**src/hw/rtl/tspa_pkg.sv**
```systemverilog
// tspa_pkg: shared types, constants and conversion helpers of the
// temperature poll and average block; no dependencies
`default_nettype none

package tspa_pkg;

    localparam int TEMP_C_W   = 12;
    localparam int TEMP_F_W   = 15;
    localparam int MS_W       = 16;
    localparam int OFFSET_W   = 11;
    localparam int CFG_IDX_W  = 2;
    localparam int CFG_DATA_W = 16;

    localparam logic [MS_W-1:0]            RESET_READ_DELAY = 16'd250;
    localparam logic [MS_W-1:0]            RESET_PERIOD     = 16'd1000;
    localparam logic signed [TEMP_F_W-1:0] RESET_TEMP_F     = 15'sd8000;

    // valid primary range, strictly between -50 C and 85 C in 1/16 C
    localparam logic signed [TEMP_C_W-1:0] C16_LOW  = -12'sd800;
    localparam logic signed [TEMP_C_W-1:0] C16_HIGH = 12'sd1360;
    // 32 F in 1/80 F
    localparam logic signed [TEMP_F_W:0]   F80_OFFSET = 16'sd2560;

    typedef enum logic [CFG_IDX_W-1:0] {
        CFG_READ_DELAY        = 2'd0,
        CFG_SAMPLE_PERIOD     = 2'd1,
        CFG_CAL_OFFSET        = 2'd2,
        CFG_SECONDARY_PRESENT = 2'd3
    } cfg_index_e;

    typedef enum logic [2:0] {
        BK_IDLE,
        BK_READ,
        BK_DIV,
        BK_FIN,
        BK_EMIT
    } back_state_t;

    // one tick, classified by the front end
    typedef struct packed {
        logic                        req;
        logic                        done;
        logic                        p_valid;
        logic signed [TEMP_F_W-1:0]  raw_f;
        logic                        sec_upd;
        logic signed [TEMP_F_W-1:0]  sec_f;
    } job_t;

    function automatic logic in_range(input logic signed [TEMP_C_W-1:0] c16);
        return (c16 > C16_LOW) && (c16 < C16_HIGH);
    endfunction

    // c16 * 9 + 2560, exact for in-range readings
    function automatic logic signed [TEMP_F_W-1:0] to_f80(
        input logic signed [TEMP_C_W-1:0] c16);
        logic signed [TEMP_F_W:0] ext;
        logic signed [TEMP_F_W:0] prod;
        ext  = {{(TEMP_F_W+1-TEMP_C_W){c16[TEMP_C_W-1]}}, c16};
        prod = (ext <<< 3) + ext + F80_OFFSET;
        return prod[TEMP_F_W-1:0];
    endfunction

endpackage

`default_nettype wire

```
**src/hw/rtl/tspa_queue.sv**
```systemverilog
// tspa_queue: two-entry job queue between front and back end
// depends on tspa_pkg
`default_nettype none

module tspa_queue import tspa_pkg::*; (
    input  wire logic   clk,
    input  wire logic   rst_n,
    input  wire logic   push_valid,
    output logic        push_ready,
    input  wire job_t   push_data,
    output logic        pop_valid,
    input  wire logic   pop_ready,
    output job_t        pop_data
);
    job_t        entry_reg [2];
    logic        wr_ptr_reg;
    logic        rd_ptr_reg;
    logic [1:0]  fill_reg;
    logic        do_push;
    logic        do_pop;

    assign push_ready = (fill_reg != 2'd2);
    assign pop_valid  = (fill_reg != 2'd0);
    assign pop_data   = entry_reg[rd_ptr_reg];
    assign do_push    = push_valid & push_ready;
    assign do_pop     = pop_valid & pop_ready;

    always_ff @(posedge clk)
    begin
        if (do_push)
        begin
            entry_reg[wr_ptr_reg] <= push_data;
        end
    end

    always_ff @(posedge clk or negedge rst_n)
    begin
        if (!rst_n)
        begin
            wr_ptr_reg <= 1'b0;
            rd_ptr_reg <= 1'b0;
            fill_reg   <= 2'd0;
        end
        else
        begin
            if (do_push)
            begin
                wr_ptr_reg <= ~wr_ptr_reg;
            end
            if (do_pop)
            begin
                rd_ptr_reg <= ~rd_ptr_reg;
            end
            if (do_push && !do_pop)
            begin
                fill_reg <= fill_reg + 2'd1;
            end
            else if (do_pop && !do_push)
            begin
                fill_reg <= fill_reg - 2'd1;
            end
        end
    end

endmodule

`default_nettype wire

```
**config.mk**
```make
export PLATFORM = sky130hd
export DESIGN_NAME = tspa_queue
export DESIGN_NICKNAME = d
export VERILOG_FILES = /design/src/hw/rtl/tspa_pkg.sv /design/src/hw/rtl/tspa_queue.sv
export SDC_FILE = /design/constraint.sdc
export NUM_CORES = 1
export LEC_CHECK = 0
export BUFFER_PORTS_ARGS = -buffer_cell sky130_fd_sc_hd__buf_4
export CAP_MARGIN = 20
export CELL_PAD_IN_SITES_DETAIL_PLACEMENT = 1
export CELL_PAD_IN_SITES_GLOBAL_PLACEMENT = 1
export CORE_ASPECT_RATIO = 0.75
export CORE_MARGIN = 2
export CORE_UTILIZATION = 44
export CTS_CLUSTER_SIZE = 16
export DETAILED_ROUTE_END_ITERATION = 7
export PLACE_DENSITY_LB_ADDON = 0.1
export SKIP_CTS_REPAIR_TIMING = 1
export SLEW_MARGIN = 20
export SYNTH_ARGS = -nofsm -noshare
export SYNTH_HDL_FRONTEND = slang
export SYNTH_SLANG_ARGS = --single-unit
```
**constraint.sdc**
```tcl
create_clock -name clk -period 3.7 [get_ports clk]
set_clock_uncertainty 0.1 [all_clocks]
set_input_delay 0.925 -clock clk [delete_from_list [all_inputs] [get_ports clk]]
set_output_delay 0.925 -clock clk [all_outputs]
set_load 0.02 [all_outputs]
```
======== Yosys cells after proc, flatten, opt, wreduce, memory -nomap -nowiden ========
Memories as Yosys holds them, arrays and structs flattened.
Cells that the tools add are included.
cells by class
  add/sub/neg operators ................... 2
  $lt $le $gt $ge ......................... 0
  equality and inequality tests ........... 1
  reductions and logical operators ........ 6
  bitwise logic cells ..................... 4
  div/mod/pow operators ................... 0
  shifts and indexed selects .............. 0
  multiplexer cells ....................... 4
  multipliers ............................. 0
operators with widths
  kind                 number
  $mux 2               2
  $reduce_bool 2->1    2
  $add 2x1->2 const B  1
  $and 1x1->1          2
  $logic_and 1x1->1    2
  $logic_not 1->1      2
  $mux 1               2
  $ne 2x2->1 const B   1
  $not 1->1            2
  $sub 2x1->2 const B  1
storage, ports and cells
  register bits ........................... 4
  memory bits (read-only) ................. 0
  bits in writable memories ............... 68
  memories kept ........................... 1
  bits in latches ......................... 0
  bits of input ports ..................... 38
memory list
  name       words  width  rd ports  clocked after memory_dff  write ports  line              RTL
  entry_reg  2      34     1         0                         1            tspa_queue.sv:15  job_t entry_reg [2];

======== Logic depth before layout (Yosys ltp) ========
Gate-level depths: netlist of run 1.
  depth after elaboration ................. 6
  gate-level depth with buffers ........... 7
  depth with buffers taken out ............ 7

======== Worst setup path after synthesis of run 1 ========
No wires, ideal clock.
  path type ............................... input -> register
  from .................................... input port push_valid
  to ...................................... memory entry_reg[0][0] (netlist bit) (enable)
  slack ................................... 716 ps
  stages on the path ...................... 2
  arrival time ............................ 2459 ps
  buffers on the path ..................... 0
  library setup time ...................... 425 ps
  cell sequence ........................... nand2_1 -> nor2_1
between the ends
  cells in the longest elaborated chain, start to end .. 3
RTL lines
  what                          line              RTL
  start: declaration            tspa_queue.sv:8   input wire logic push_valid,
  $and 1x1->1                   tspa_queue.sv:25  assign do_push = push_valid & push_ready;
  $mux 1                        tspa_queue.sv:30  if (do_push)
  $mux 1 (implied by the code)  tspa_queue.sv:32  entry_reg[wr_ptr_reg] <= push_data;
  end: declaration              tspa_queue.sv:15
Every way passes these cells.

==> results of run 1 <==
[power breakdown]
part | internal [mW] | switching (mW)
Combinational | 0.568 | 0.547
Clock | 0.442 | 0.276
Sequential | 1.12 | 0.109
Total | 2.13 | 0.931
[through the flow]
stage	instances	instance area (sq um)	total power [mW]
global placement	276	3410	2.34
CTS	292	3650	3.10
floorplan	124	2800	2.02
finish	292	3650	3.06
global route	292	3650	3.19
detailed placement	276	3410	2.38
[path summary, 6_finish.rpt]
path	slack (ps)	end
setup / recovery	860	pop_data[26]
hold / removal	270	wr_ptr_reg
setup reg to reg	1760	entry_reg[0][32]
hold reg to reg	420	fill_reg[1]
max in group asynchronous	3110	rd_ptr_reg
min in group clk	420	fill_reg[1]
[cells in the mapped netlist]
cell type                   n
sky130_fd_sc_hd__edfxtp_1  68
sky130_fd_sc_hd__mux2_4    29
sky130_fd_sc_hd__mux2_2     5
sky130_fd_sc_hd__dfrtp_1    4
sky130_fd_sc_hd__buf_12     3
sky130_fd_sc_hd__xnor2_1    3
sky130_fd_sc_hd__nand2_1    2
sky130_fd_sc_hd__nor2_1     2
sky130_fd_sc_hd__xor2_1     2
sky130_fd_sc_hd__and3_1     1
sky130_fd_sc_hd__buf_6      1
sky130_fd_sc_hd__ha_1       1
sky130_fd_sc_hd__inv_1      1
sky130_fd_sc_hd__nand2b_1   1
sky130_fd_sc_hd__or2_1      1
[cells by family after synthesis]
kind of cell / after synthesis / share of synthesized area (%)
adder cells (fa/ha/maj): 1 / 0.447
XOR/XNOR: 5 / 1.56
AND/OR/NAND/NOR: 7 / 1.21
multiplexers: 34 / 17.6
buffers and inverters: 5 / 2.68
flip-flops: 72 / 76.5
[per-layer routing]
layer	up-vias	global-route usage [%]
li1	640	-
met1	683	16.4
met2	45	24.0
met3	7	6.30
met4	0	4.29
met5	-	0
[worst max-delay path, stage by stage (launching register included)]
cell	delay, ps
sky130_fd_sc_hd__dfrtp_2	710
sky130_fd_sc_hd__buf_12	260
sky130_fd_sc_hd__mux2_2	350
sky130_fd_sc_hd__buf_4	160
[cell type report]
cell class                      instances  area (sq um)
Fill cell                             571          2580
Sequential cell                        72          2140
Multi-Input combinational cell         47           591
Timing Repair Buffer                   75           576
Clock buffer                            9           124
Clock inverter                          7           110
Tap cell                               81           101
Inverter                                1          3.75
[cells in the final DEF, fill, tap and decap left out]
master	n
sky130_fd_sc_hd__mux2_4	29
sky130_fd_sc_hd__xnor2_1	3
sky130_fd_sc_hd__edfxtp_1	68
sky130_fd_sc_hd__nand2_1	2
sky130_fd_sc_hd__nand2b_1	1
sky130_fd_sc_hd__bufinv_16	3
sky130_fd_sc_hd__clkbuf_8	9
sky130_fd_sc_hd__nor2_4	1
sky130_fd_sc_hd__clkinv_1	2
sky130_fd_sc_hd__mux2_2	5
sky130_fd_sc_hd__buf_4	74
sky130_fd_sc_hd__clkinv_2	1
sky130_fd_sc_hd__nor2_1	1
sky130_fd_sc_hd__inv_1	1
sky130_fd_sc_hd__dfrtp_1	3
sky130_fd_sc_hd__clkinvlp_4	1
sky130_fd_sc_hd__dfrtp_2	1
sky130_fd_sc_hd__xor2_1	2
sky130_fd_sc_hd__ha_1	1
sky130_fd_sc_hd__or2_1	1
sky130_fd_sc_hd__and3_2	1
sky130_fd_sc_hd__buf_12	1
==> impl_metrics.csv, run 1 <==
group,metric,value,unit
floorplanning,design.core.area,6220,sq um
yosys,synth.avg_cell_area,22.6,sq um
yosys,library_cell_with_the_largest_summed_area_after_synthesis,"sky130_fd_sc_hd__edfxtp_1",
detailed_routing,route.final.wire_length,4750,microns
clock_tree,h_tree_lvl_count,3,
finish,drive_above_1_share,59.7,%
detailed_routing,met2RoutedLength,2440,microns
detailed_routing,drt-vias-per-instance,4.71,
global_route,grt_start_max_net_pins,35,
finish,post-route-util,58.6,%
timing,clock.fmax,352,MHz
clock_tree,insertion_delay,330,ps
run,maxCapViolCount,0,
worst_setup_path,timing.critical_path.required,2670,ps
worst_setup_path,critPathMaxFanout,20,
timing,hold-worst-slack,269,ps
status,run_status,"finished, final reports clean",
clock_tree,clk_root_buffer_cell,"sky130_fd_sc_hd__clkbuf_8",
global_route,global_route.usage.total,14.2,%
yosys,postSynthCellCount,124,
power,pwr_density,839,nW/um^2
floorplanning,die_width,96.1,microns
floorplanning,design.portCount,74,
timing,rsz0062_at_grt,"no",
clock_tree,clock_sink_count,72,
detailed_routing,drtIter0Drc,51,
floorplanning,start_util,45.0,%
yosys,synth.distinct_cells,15,
timing,fin_setup_tns,0,ps
floorplanning,die_area,7020,sq um
global_route,number_of_global_route_vias_before_repair,1462,
timing,slew_viols_final,0,
timing,setup-violations-final,0,
detailed_routing,route.detailed.wl_per_inst,16.3,microns
floorplanning,placementRows,25,
worst_setup_path,criticalPathCategory,"flop to output pin",
yosys,ys_warn_count,0,
timing,finalHoldViolations,0,
yosys,synthTopCellsByArea,"sky130_fd_sc_hd__edfxtp_1 (73%), sky130_fd_sc_hd__mux2_4 (16%), sky130_fd_sc_hd__dfrtp_1 (3.6%)",
timing,slew_headroom,46.1,%
placed_design,setup_ws_pre_cts,1200,ps
clock_tree,cts.clk_slew.worst_paths,70,ps
yosys,synthesis.area,2800,sq um
clock_tree,ctsLongestPathBuffers,2,
detailed_routing,routed-via-count,1375,
power,vdd.ir_drop.worst,0.587,mV
finish,area_growth_syn_to_layout,30.4,%
timing,final.period_utilization,76.8,%
finish,diodes,0,
global_route,number_of_antenna_violations_at_the_first_check_in_global_routing,0,
worst_setup_path,timing.rr.start,"fill_reg[0]",
global_route,grt_pass1_wl,7110,microns
yosys,synth_top_area_share,73.0,%
yosys,synthesis.nets,163,
yosys,synth_seq_cells,72,
worst_setup_path,worst-endpoint-arrival,1820,ps
power,leakagePower,1.46,nW
floorplanning,fp.dieH,73.1,microns
detailed_routing,drt_pass1_iterations,4,
placed_design,portBuffers,73,
global_route,grt.overflow.total,0,
detailed_routing,m1WireLength,1940,microns
placed_design,globalplace.congestion,0.638,
clock_tree,cts_buffers,9,
timing,layout_setup_ws,858,ps
finish,largest_register_ff_count,68,
detailed_routing,highest_layer,"met4",
placed_design,half_perimeter_wire_length_of_the_detailed_placement_result,3260,microns
detailed_routing,met3_length,309,microns
finish,layout.nets,245,
yosys,synth_sequential_area_ratio,76.5,%
detailed_routing,postRouteAntennaNets,0,
timing,tightestPinTransition,809,ps
worst_setup_path,cp-start-kind,"flop",
timing,fin_crit,2840,ps
worst_setup_path,critPathCaptureType,"output pin",
worst_setup_path,worst-r2r-cell-count,4,
hold_path,min_path_type,"primary input to asynchronous set/reset pin",
worst_setup_path,crit_path_start,"rd_ptr_reg",
detailed_routing,drt_drc_violations_left,0,
clock_tree,clock_tree_from_tritoncts,"yes",
(Power assumes the default switching activity.)
==> inputs of run 2 (changes only) <==
clock period = 2.8 ns   (was 3.7 ns; I/O delays follow)
==> run 2 against run 1 <==
  * Sequential cell count unchanged
  * Combinational power increased by 41%
  * Count of clock-buffer cells in the layout increased by 1
  * Worst setup slack got worse by 410 ps
  * Highest routed layer unchanged
  * Sequential share of layout area increased by 0.49 points
  * Critical path depth unchanged
  * Register-to-register slack got worse by 780 ps
  * Non-clock buffer count increased by 2
==> impl_metrics.csv, run 2 (same netlist as run 1, synthesis figures left out) <==
group,metric,value,unit
clock_tree,cts.clk_slew.worst_paths,70,ps
floorplanning,die_width,96.1,microns
global_route,grt_pass1_wl,7210,microns
clock_tree,clock_tree_from_tritoncts,"yes",
placed_design,half_perimeter_wire_length_of_the_detailed_placement_result,3430,microns
timing,fin_crit,2350,ps
run,maxCapViolCount,0,
timing,slew_headroom,68.1,%
detailed_routing,drt-vias-per-instance,4.71,
finish,largest_register_ff_count,68,
placed_design,dp_cells,278,
timing,slew_viols_final,0,
clock_tree,cts_buffers,9,
finish,diodes,0,
floorplanning,placementRows,25,
finish,stdcell_area,3620,sq um
status,run_status,"finished, final reports clean",
finish,layout_common_cells,"sky130_fd_sc_hd__buf_4 (75), sky130_fd_sc_hd__edfxtp_1 (68), sky130_fd_sc_hd__mux2_4 (29)",
worst_setup_path,timing.critical_path.required,2000,ps
finish,layout.cells.most_common,"sky130_fd_sc_hd__buf_4",
worst_setup_path,worst-endpoint-arrival,1550,ps
detailed_routing,routed-via-count,1379,
clock_tree,ctsLongestPathBuffers,2,
worst_setup_path,cp-start-kind,"flop",
global_route,number_of_global_route_vias_before_repair,1501,
placed_design,globalplace.congestion,0.669,
floorplanning,design.portCount,74,
timing,layout_setup_ws,445,ps
clock_tree,h_tree_lvl_count,3,
hold_path,min_path_type,"primary input to asynchronous set/reset pin",
power,leakagePower,1.46,nW
global_route,grt_start_max_net_pins,22,
detailed_routing,drt_drc_violations_left,0,
power,finalPower,3.86,mW
timing,setup-violations-final,0,
placed_design,dpl_cell_area,3440,sq um
floorplanning,die_area,7020,sq um
timing,final.period_utilization,84.1,%
timing,hold-worst-slack,57.3,ps
timing,fin_setup_tns,0,ps
power,vdd.ir_drop.worst,0.572,mV
placed_design,setup_ws_pre_cts,762,ps
timing,tightestPinTransition,477,ps
global_route,global_route.usage.total,14.5,%
detailed_routing,postRouteAntennaNets,0,
placed_design,portBuffers,73,
timing,rsz0062_at_grt,"no",
finish,layout.nets,247,
floorplanning,start_util,45.0,%
detailed_routing,route.detailed.wl_per_inst,16.0,microns
clock_tree,clk_root_buffer_cell,"sky130_fd_sc_hd__clkbuf_8",
power,pwr_density,1070,nW/um^2
detailed_routing,drtIter0Drc,16,
timing,finalHoldViolations,0,
timing,clock.fmax,425,MHz
finish,area_growth_syn_to_layout,29.3,%
finish,post-route-util,58.1,%
worst_setup_path,worst-r2r-cell-count,4,
detailed_routing,route.final.wire_length,4700,microns
clock_tree,insertion_delay,320,ps
clock_tree,clock_sink_count,72,
worst_setup_path,critPathCaptureType,"output pin",
finish,stdcell_count,293,
global_route,number_of_antenna_violations_at_the_first_check_in_global_routing,0,
detailed_routing,drt_pass1_iterations,3,
finish,drive_above_1_share,59.9,%
floorplanning,fp.dieH,73.1,microns
worst_setup_path,critPathMaxFanout,20,
floorplanning,design.core.area,6220,sq um
worst_setup_path,criticalPathCategory,"flop to output pin",
global_route,grt.overflow.total,0,
==> run 2: layout make-up <==
type	count	area [sq um]
flip-flops and latches	72	2140
clock inverters	5	48.8
multi-input cells	47	591
inverters	1	3.75
well taps	81	101
fillers	572	2610
repair buffers	77	603
clock buffers	10	128
==> run 2: critical path: stages (launching register included) <==
cell and delay, ps:
sky130_fd_sc_hd__dfrtp_2 350, sky130_fd_sc_hd__buf_4 330, sky130_fd_sc_hd__mux2_2 390, sky130_fd_sc_hd__buf_4 160
==> run 2: per-layer routing <==
metal	vias to the layer above	global-route usage [%]	routed length, microns
met2	51	23.8	2440
met3	6	5.58	349
met4	0	6.35	56
li1	645	-	-
met1	677	16.9	1850
met5	-	0	0
==> run 2: worst paths after layout <==
kind	from	slack, ps	endpoint
setup / recovery	rd_ptr_reg	450	pop_data[33]
min in group clk	fill_reg[1]	440	fill_reg[1]
hold reg to reg	fill_reg[1]	440	fill_reg[1]
hold / removal	rst_n	60	rd_ptr_reg
max in group asynchronous	rst_n	2430	rd_ptr_reg
setup reg to reg	fill_reg[0]	980	entry_reg[0][32]
==> run 2: power by group <==
group          internal (mW)  switching [mW]  leakage, nW
clock network          0.399           0.332       0.0933
logic                  0.772           0.791        0.685
registers               1.48          0.0847        0.677
